[config.mk]
export PLATFORM = sky130hd
export DESIGN_NAME = pora_ctrl
export DESIGN_NICKNAME = d
export VERILOG_FILES = /design/src/hw/rtl/pora_pkg.sv /design/src/hw/rtl/pora_ctrl.sv
export SDC_FILE = /design/constraint.sdc
export NUM_CORES = 1
export LEC_CHECK = 0
export BUFFER_PORTS_ARGS = -buffer_cell sky130_fd_sc_hd__buf_2
export CAP_MARGIN = 5
export CORE_MARGIN = 2
export CORE_UTILIZATION = 48
export DETAILED_ROUTE_END_ITERATION = 16
export PLACE_DENSITY = 0.82
export REMOVE_ABC_BUFFERS = 1
export SYNTH_ARGS = -nofsm -noshare
export SYNTH_HDL_FRONTEND = slang
export SYNTH_SLANG_ARGS = --single-unit
[constraint.sdc]
create_clock -name clk -period 5.1 [get_ports clk]
set_input_delay 0.51 -clock clk [delete_from_list [all_inputs] [get_ports clk]]
set_output_delay 0.51 -clock clk [all_outputs]
set_load 0.03 [all_outputs]
[src/hw/rtl/pora_pkg.sv]
// ----------------------------------------------------------------------------
// pora_pkg
// shared types, codes and defaults of the path oram controller
// ----------------------------------------------------------------------------
package pora_pkg;

	localparam int DEF_NUM_BLOCKS   = 1024;
	localparam int DEF_LEVELS       = 10;
	localparam int DEF_BUCKET_SLOTS = 4;
	localparam int DEF_STASH_DEPTH  = 64;
	localparam int DEF_DATA_BITS    = 64;

	localparam int MODE_W = 2;
	localparam int ID_W   = 10;
	localparam int LEAF_W = 10;
	localparam int WORD_W = 64;

	localparam logic [MODE_W-1:0] MODE_READ  = 2'd0;
	localparam logic [MODE_W-1:0] MODE_WRITE = 2'd1;
	localparam logic [MODE_W-1:0] MODE_PLACE = 2'd2;
	localparam logic [MODE_W-1:0] MODE_NONE  = 2'd3;

	typedef enum logic [4:0] {
		S_CLEAR,
		S_IDLE,
		S_DECODE,
		S_PM_GOT,
		S_PL_RD,
		S_PL_DO,
		S_PATH_RD,
		S_PATH_PUSH,
		S_FIND_RD,
		S_FIND_CHK,
		S_FIND_END,
		S_EV_START,
		S_EV_RD,
		S_EV_PM,
		S_EV_CHK,
		S_EV_WR,
		S_FIN
	} state_t;

	typedef struct packed {
		logic clr_step;
		logic latch_req;
		logic pm_rd_id;
		logic pm_got;
		logic place_rd;
		logic place_do;
		logic path_rd;
		logic path_push;
		logic find_rd;
		logic find_chk;
		logic find_end;
		logic ev_start;
		logic ev_rd;
		logic ev_pm;
		logic ev_chk;
		logic ev_wr;
		logic load_out;
	} cmd_t;

	typedef struct packed {
		logic clr_done;
		logic bad_req;
		logic is_place;
		logic last_slot;
		logic level_top;
		logic level_zero;
		logic r_end;
		logic id_hit;
		logic cnt_over;
	} stat_t;

endpackage

[src/hw/rtl/pora_ctrl.sv]
// ----------------------------------------------------------------------------
// pora_ctrl
// sequencer of the access: clear, path read, lookup, eviction or placement, result
// ----------------------------------------------------------------------------
module pora_ctrl
	import pora_pkg::*;
(
	input  logic  clk,
	input  logic  arst_n,
	input  logic  in_valid,
	output logic  in_ready,
	output logic  out_valid,
	input  logic  out_ready,
	input  stat_t st,
	output cmd_t  cmd
);

	state_t state_q, state_d;
	logic   out_valid_q;

	always_ff @(posedge clk or negedge arst_n) begin
		if (!arst_n) begin
			state_q     <= S_CLEAR;
			out_valid_q <= 1'b0;
		end else begin
			state_q <= state_d;
			if (cmd.load_out)
				out_valid_q <= 1'b1;
			else if (out_ready)
				out_valid_q <= 1'b0;
		end
	end

	assign out_valid = out_valid_q;
	assign in_ready  = (state_q == S_IDLE);

	always_comb begin
		state_d = state_q;
		cmd     = '0;
		unique case (state_q)
			S_CLEAR: begin
				cmd.clr_step = 1'b1;
				if (st.clr_done)
					state_d = S_IDLE;
			end
			S_IDLE: begin
				if (in_valid) begin
					cmd.latch_req = 1'b1;
					state_d       = S_DECODE;
				end
			end
			S_DECODE: begin
				if (st.bad_req)
					state_d = S_FIN;
				else if (st.is_place)
					state_d = S_PL_RD;
				else begin
					cmd.pm_rd_id = 1'b1;
					state_d      = S_PM_GOT;
				end
			end
			S_PM_GOT: begin
				cmd.pm_got = 1'b1;
				state_d    = S_PATH_RD;
			end
			S_PL_RD: begin
				cmd.place_rd = 1'b1;
				state_d      = S_PL_DO;
			end
			S_PL_DO: begin
				cmd.place_do = 1'b1;
				state_d      = S_FIN;
			end
			S_PATH_RD: begin
				cmd.path_rd = 1'b1;
				state_d     = S_PATH_PUSH;
			end
			S_PATH_PUSH: begin
				cmd.path_push = 1'b1;
				if (st.last_slot)
					state_d = st.level_top ? S_FIND_RD : S_PATH_RD;
			end
			S_FIND_RD: begin
				cmd.find_rd = 1'b1;
				state_d     = st.r_end ? S_FIND_END : S_FIND_CHK;
			end
			S_FIND_CHK: begin
				cmd.find_chk = 1'b1;
				state_d      = st.id_hit ? S_FIND_END : S_FIND_RD;
			end
			S_FIND_END: begin
				cmd.find_end = 1'b1;
				state_d      = S_EV_START;
			end
			S_EV_START: begin
				cmd.ev_start = 1'b1;
				state_d      = S_EV_RD;
			end
			S_EV_RD: begin
				cmd.ev_rd = 1'b1;
				state_d   = st.r_end ? S_EV_WR : S_EV_PM;
			end
			S_EV_PM: begin
				cmd.ev_pm = 1'b1;
				state_d   = S_EV_CHK;
			end
			S_EV_CHK: begin
				cmd.ev_chk = 1'b1;
				state_d    = S_EV_RD;
			end
			S_EV_WR: begin
				cmd.ev_wr = 1'b1;
				state_d   = st.level_zero ? S_FIN : S_EV_START;
			end
			S_FIN: begin
				if (!out_valid_q || out_ready) begin
					cmd.load_out = 1'b1;
					state_d      = S_IDLE;
				end
			end
			default: state_d = S_CLEAR;
		endcase
	end

endmodule

---- Word-level counts from Yosys, hierarchy flattened ----
Cells that the tools add are included.
operators by class
  equality and inequality tests ........... 20
  mux-type cells .......................... 35
  reduce and logical (&&, ||, !) cells .... 6
operators with widths
  cell                                            number
  case mux 5 bit (16 select lines)                1
  == test 5 x 4 -> 1 bit (second input constant)  8
  two-way mux 5 bit                               6
  two-way mux 1 bit                               23
  == test 5 x 3 -> 1 bit (second input constant)  4
  == test 5 x 2 -> 1 bit (second input constant)  2
  inequality test 2 bit (second input constant)   4
  two-way mux 2 bit                               3
  == test 5 x 1 -> 1 bit (second input constant)  1
  == test 5 bit (second input constant)           1
  logical NOT 5 bit                               1
  two-way mux 4 bit                               1
  AND reduction 4 bit                             1
  two-way mux 3 bit                               1
  nonzero test 2 bit                              1
  OR reduction 2 bit                              1
  logical NOT 1 bit                               1
  logical OR 1 bit                                1
storage, ports and cells
  register bits after elaboration ......... 6
  input port bits ......................... 13
  output and inout port bits .............. 19
  word-level logic and storage cells ...... 63

---- Depth between registers and ports, before layout ----
Gate-level depths: netlist of the first run.
  depth in word-level cells ............... 5
  mapped depth ............................ 6
  depth with buffers taken out ............ 4

---- Least setup slack after synthesis of the first run ----
No wires, ideal clock.
  path kind ............................... register to output
  from .................................... reg state_q[2]
  to ...................................... out cmd[15] (netlist bit)
  arrival time ............................ 1.804 ns
  required time ........................... 4.590 ns
  path slack .............................. 2.786 ns
  stages on the path, launching flop included .. 6
  buffers on the path ..................... 1
  path through ............................ dfrtp_1 -> buf_2 -> or3b_4 -> or3_4 -> inv_1 -> and2_1
RTL lines
  element                 line             source
  start, declared         pora_ctrl.sv:18  state_t state_q, state_d;
  start signal, assigned  pora_ctrl.sv:26  state_q <= state_d;
  end, declared           pora_ctrl.sv:15  output cmd_t cmd

==> flow_summary.json, run 1 <==
{
  "rsz0062_at_grt": "false",
  "h-tree-depth": 1,
  "cp_max_fo": 18,
  "drc": 0,
  "floorplan.core_area_um2": 1301,
  "post_cts_buffers": 0,
  "hold_buffers": 0,
  "antenna_found_initial": 0,
  "crit_type": "reg -> out",
  "root_buffer": "clkbuf_4",
  "insertion_delay_ns": 0.24,
  "die_w_um": 41.42,
  "reg2reg_slack_ns": 3.06,
  "utilization": 0.6356,
  "run_status": "completed",
  "seq_power_share": 0.276,
  "place_congestion": 0.8115,
  "first_global_vias": 672,
  "fin_crit_sh": 0.5223,
  "die-area_um2": 1715,
  "hold_path_class": "in -> async",
  "synth_commonest_cells": "nor2_1, dfrtp_1, nor3_1",
  "cap_violations": 0,
  "antenna_left": 0,
  "first_pass_iters": 4,
  "diodes": 0,
  "drive_gt1_frac": 0.3604,
  "synth_area_leader_cell": "dfrtp_1",
  "crit_required_ns": 4.59,
  "syn_inst": 86,
  "synth_edf_count": 0,
  "power.leakage_nw": 0.3912,
  "fmax_mhz": 375.4,
  "routed_wl_um": 1698,
  "maxSlewViolCount": 0,
  "nNetsFinal": 126,
  "seq_area_frac_synth": 0.2235,
  "grt_max_degree": 21,
  "fin_crit_ns": 2.664,
  "ir_drop_uv": 311.6,
  "synth-seq-cells": 6,
  "holdWs_ns": 0.07607,
  "clkSinkCount": 6,
  "fp-row-count": 13,
  "clk_path_buf_depth": 2,
  "via_per_inst": 5.897,
  "rr_worst_depth": 4,
  "flow.area_growth_from_synthesis_pct": 23.09,
  "numCtsBuffers": 3,
  "yosysMostFrequentCell": "nor2_1",
  "wl_per_cell_um": 13.48,
  "p_comb_frac": 0.640,
  "r2r-end": "state_q[0]",
  "post_cts_resized": 0,
  "stdcell_count": 126,
  "fin_tns_setup_ns": 0,
  "synth_cell_types": 36,
  "synthArstFlopShare": 1.000,
  "synth_area_um2": 671.9,
  "crit_path_end_kind": "primary output",
  "switching_power_w": 0.0002715,
  "pin_count": 32,
  "vias": 743,
  "slew_headroom": 0.6332,
  "grt-ovfl-total": 0,
  "synthTopCellsByArea": "dfrtp_1, nor2_1, nor3_1",
  "hold_viol": 0,
  "synth_top_area_frac": 0.2235,
  "ys.flop_type": "dfrtp_1",
  "avgSynthCellArea_um2": 7.813,
  "setup_viol": 0,
  "io_buffers": 30,
  "start_kind": "register",
  "p_sw_frac": 0.5378,
  "p_per_area_nw_per_um2": 610.4,
  "dp_hpwl_um": 1263,
  "yosysWarningCount": 0,
  "grt_first_pass_wirelength_um": 2898,
  "place_area_um2": 804.5,
  "worstPathArrival_ns": 2.15,
  "die_h_um": 41.42,
  "path_clk_slew_ns": 0.05,
  "p_int_w": 0.0002333,
  "p_clk_frac": 0.084,
  "start_util": 0.5163,
  "dp_cells": 123,
  "drtIter0Drc": 23,
  "fillCellCount": 123,
  "r2r_start": "state_q[0]",
  "cts_tree": "built",
  "design_area_um2": 827.0,
  "tightest_slew_ns": 0.5503,
  "finalClockSkew_ns": 0.006395,
  "grt_usage": 0.2096
}
cells by family (layout without fill, tap and decap cells):
group                  count (synthesis)  in the layout  synth area share
flip-flops                             6              6            0.2235
AND/OR/NAND/NOR                       46             46            0.4022
XOR/XNOR                               1              1           0.01304
AO/OA/AOI/OAI                         19             19            0.2551
multiplexers                           2              2           0.02980
buffers and inverters                 12             37           0.07635
power groups by stage:
| stage | clock (W) | sequential, W | combinational (W) |
|---|---|---|---|
| 2_1_floorplan | 0 | 0.000125 | 0.000254 |
| 3_3_place_gp | 0 | 0.000138 | 0.000317 |
| 3_5_place_dp | 0 | 0.000139 | 0.000324 |
| 4_1_cts | 0.0000424 | 0.000138 | 0.000325 |
| 5_1_grt | 0.0000455 | 0.000146 | 0.000355 |
| 6_report | 0.0000424 | 0.000139 | 0.000323 |
final cells by class:
type,instances,area (um^2),share of cell area
repair buffers,30,150.1,0.1815
inverters,4,15.01,0.01815
well taps,15,18.77,0.02269
flip-flops and latches,6,150.1,0.1815
multi-input cells,68,470.5,0.5688
clock buffers,3,22.52,0.02723
cells in the final DEF, fill, tap and decap left out, drive strengths merged, types with 2 or more instances in the layout:
cell	netlist	layout
nand2b	4	4
nor4	3	3
nor2b	2	2
mux2i	2	2
nand3b	4	4
a21oi	2	2
buf	3	30
nand2	2	2
a2111oi	2	2
or3	5	5
dfrtp	6	6
and2	2	2
nand3	2	2
nor3	6	6
a21bo	2	2
nor2	12	12
clkbuf	5	3
o21ai	3	3
inv	4	4
a211oi	3	3
worst max-delay path: stages, from the launching register on:
cell and delay [ns]:
dfrtp_1 0.68, or3b_4 0.48, or3_4 0.38, inv_1 0.07
and2_1 0.11, buf_2 0.18
layer usage:
metal | vias up | share of wire | GRT usage
li1 | 369 | - | -
met4 | 0 | 0.020 | 0.1032
met2 | 35 | 0.48 | 0.3594
met3 | 5 | 0.068 | 0.01739
met1 | 334 | 0.43 | 0.2616
met5 | - | 0 | 0
stage by stage:
stage               total power (W)  worst slack [ns]
global route              0.0005470             2.353
global placement          0.0004550             2.707
finish                    0.0005048             2.436
CTS                       0.0005052             2.449
floorplan                 0.0003782             2.637
detailed placement        0.0004626             2.707
state kept, by name, summed over array words and instances, names as in the netlist:
name and flops:
state_q 5, out_valid 1
worst max path at each step:
stage | cells after the start | slack [ns] | startpoint | endpoint
floorplan | 4 | 2.64 | state_q[0] | cmd[15]
global placement | 5 | 2.71 | state_q[0] | cmd[15]
detailed placement | 5 | 2.71 | state_q[0] | cmd[15]
CTS | 5 | 2.45 | state_q[0] | cmd[15]
global route | 5 | 2.35 | state_q[0] | cmd[15]
finish | 5 | 2.44 | state_q[0] | cmd[15]
Power figures use the tool's default switching activity.
==> run 2: changes to the inputs <==
ABC_AREA = 1   (was not set)
CORE_UTILIZATION = 43   (was 48)
PLACE_DENSITY = 0.77   (was 0.82)
clock period = 2.75 ns   (was 5.1 ns; I/O delays follow)
==> flow_summary.json, run 2 <==
{
  "crit_required_ns": 2.48,
  "io_buffers": 30,
  "synth_cell_types": 15,
  "crit_path_end_kind": "primary output",
  "synth_edf_count": 0,
  "crit_type": "reg -> out",
  "first_global_vias": 637,
  "pin_count": 32,
  "p_comb_frac": 0.683,
  "crit_chain": "nor2_1 > nand2_2 > nor2_2 > nand2_1 > inv_1 > buf_2",
  "p_int_w": 0.0003143,
  "fin_tns_setup_ns": 0,
  "path_delay_family": "simple AND/OR/NAND/NOR gates",
  "die_h_um": 41.72,
  "slew_headroom": 0.8092,
  "cp_slowest_cell": "dfrtp_1",
  "place_congestion": 0.8750,
  "grt_usage": 0.1727,
  "path_clk_slew_ns": 0.04,
  "nNetsFinal": 161,
  "clkSinkCount": 6,
  "synth_top_area_frac": 0.2454,
  "synthTopCellsByArea": "dfrtp_1, nand2_1, nor2_1",
  "cap_violations": 0,
  "root_buffer": "clkbuf_4",
  "p_clk_frac": 0.105,
  "hold_path_depth": 4,
  "start_kind": "register",
  "hold_viol": 0,
  "multi_input_comb_area_um2": 364.1,
  "worstPathArrival_ns": 1.51,
  "r2r-end": "state_q[1]",
  "drtIter0Drc": 22,
  "regMostFlops": "state_q",
  "final_cell_mix": "buf_2, nand2_1, nor2_1",
  "synth_area_um2": 611.8,
  "seq_area_frac_synth": 0.2454,
  "grt-ovfl-total": 0,
  "p_per_area_nw_per_um2": 890.9,
  "die-area_um2": 1741,
  "routed_wl_um": 1512,
  "finalClockSkew_ns": 0.003498,
  "numCtsBuffers": 3,
  "first_pass_iters": 4,
  "syn_inst": 112,
  "fin_crit_ns": 1.785,
  "reg2reg_slack_ns": 1.32,
  "ir_drop_uv": 621.7,
  "antenna_found_initial": 0,
  "synth-seq-cells": 6,
  "maxSlewViolCount": 0,
  "post_cts_buffers": 0,
  "vias": 762,
  "h-tree-depth": 1,
  "drc": 0,
  "register_area_um2": 150.1,
  "yosysMostFrequentCell": "nand2_1",
  "die_w_um": 41.72,
  "grt_first_pass_wirelength_um": 2442,
  "insertion_delay_ns": 0.24,
  "power.leakage_nw": 0.5381,
  "wl_per_cell_um": 9.391,
  "switching_power_w": 0.0004103,
  "dp_hpwl_um": 1310,
  "synth_commonest_cells": "nand2_1, nor2_1, inv_1",
  "yosysWarningCount": 0,
  "path_buf_inv": 2,
  "fin_crit_sh": 0.6491,
  "clk_path_buf_depth": 2,
  "crit_path_max_incr_delay_ns": 0.43,
  "tightest_slew_ns": 0.2833,
  "cts_tree": "built",
  "fillCellCount": 140,
  "fmax_mhz": 560.2,
  "via_per_inst": 4.733,
  "p_sw_frac": 0.5663,
  "diodes": 0,
  "worstHoldStart": "st[5]",
  "run_status": "completed",
  "drive_gt1_frac": 0.3219,
  "seq_power_share": 0.212,
  "floorplan.core_area_um2": 1318,
  "holdPathEnd": "state_q[2]",
  "utilization": 0.6173,
  "grt_max_degree": 9,
  "rr_worst_depth": 9,
  "ys.flop_type": "dfrtp_1",
  "synthArstFlopShare": 1.000,
  "hold_path_class": "in -> reg",
  "start_util": 0.4644,
  "r2r_start": "state_q[2]",
  "final_common_cell": "buf_2",
  "largest_register_ffs": 5,
  "flow.area_growth_from_synthesis_pct": 32.92,
  "antenna_left": 0,
  "synth_area_leader_cell": "dfrtp_1",
  "cp_max_fo": 6,
  "avgSynthCellArea_um2": 5.463,
  "fp-row-count": 13,
  "rsz0062_at_grt": "false",
  "setup_viol": 0
}
==> run 2: changes by cell type after synthesis, moves of 3 or more <==
| cell | change |
|---|---|
| nand3_1 | +3 |
| nand2_1 | +23 |
| nor2_2 | +6 |
| o21ai_0 | +6 |
| nand2_2 | +3 |
| or3_1 | -4 |
| nand3b_1 | -3 |
| nand2b_1 | -4 |
| inv_1 | +19 |
| clkbuf_1 | -5 |
| nor2_1 | +12 |
| inv_2 | +3 |
==> run 2: per-layer routing <==
layer	track usage	share of wire	wire length [um]
met1	0.2255	0.46	698
met2	0.2969	0.48	720
met3	0.03913	0.052	78
met4	0.01935	0.0099	15
met5	0	0	0
==> run 2: worst min-delay path: stages <==
cell and delay (ns):
buf_2 0.08, nor2_1 0.04, inv_2 0.06, nand2_1 0.05
==> run 2: worst max-delay path by stage <==
| stage | from | slack (ns) | cells past startpoint | end |
|---|---|---|---|---|
| 2_1_floorplan | state_q[2] | 1.09 | 8 | state_q[0] |
| 3_3_place_gp | state_q[2] | 1.27 | 6 | cmd[14] |
| 3_5_place_dp | state_q[2] | 1.22 | 6 | cmd[14] |
| 4_1_cts | state_q[2] | 0.96 | 6 | cmd[14] |
| 5_1_grt | state_q[2] | 0.82 | 6 | cmd[14] |
| 6_report | state_q[2] | 0.97 | 6 | cmd[14] |
==> run 2: logic make-up (layout without fill, tap and decap cells) <==
group | count (synthesis) | count (layout) | synth area share
simple gates | 72 | 72 | 0.5256
buf+inv | 26 | 60 | 0.1595
compound gates | 8 | 8 | 0.06953
flops | 6 | 6 | 0.2454
==> run 2: power by group through the flow <==
| stage | Clock, W | Sequential (W) | Combinational, W |
|---|---|---|---|
| after floorplan | 0 | 0.000160 | 0.000366 |
| after global placement | 0 | 0.000153 | 0.000484 |
| after detailed placement | 0 | 0.000154 | 0.000495 |
| after CTS | 0.0000797 | 0.000153 | 0.000498 |
| after global routing | 0.0000840 | 0.000160 | 0.000555 |
| final | 0.0000763 | 0.000153 | 0.000495 |
==> run 2: layout make-up <==
class / instances / area share
Multi-Input combinational cell: 80 / 0.4477
Tap cell: 15 / 0.02308
Timing Repair Buffer: 31 / 0.1969
Sequential cell: 6 / 0.1846
Clock buffer: 3 / 0.02769
Inverter: 26 / 0.1200
==> run 2: per-stage QoR <==
stage               cell area (um^2)  cells  worst slack (ns)  hold WS [ns]  power [W]
CTS                            813.3    161            0.9633        0.3027  0.0007315
detailed placement             780.7    157             1.222        0.1023  0.0006495
global route                   813.3    161            0.8179        0.3255  0.0007993
global placement               780.7    157             1.270       0.09989  0.0006371
floorplan                      611.8    112             1.090      -0.02059  0.0005260
finish                         813.3    161            0.9651        0.3075  0.0007245
==> run 2: repair_timing <==
item / in CTS / in global routing
hold buffers: 1 / 0
hold endpoints to repair: 6 / 0
resized for setup: 0 / 0
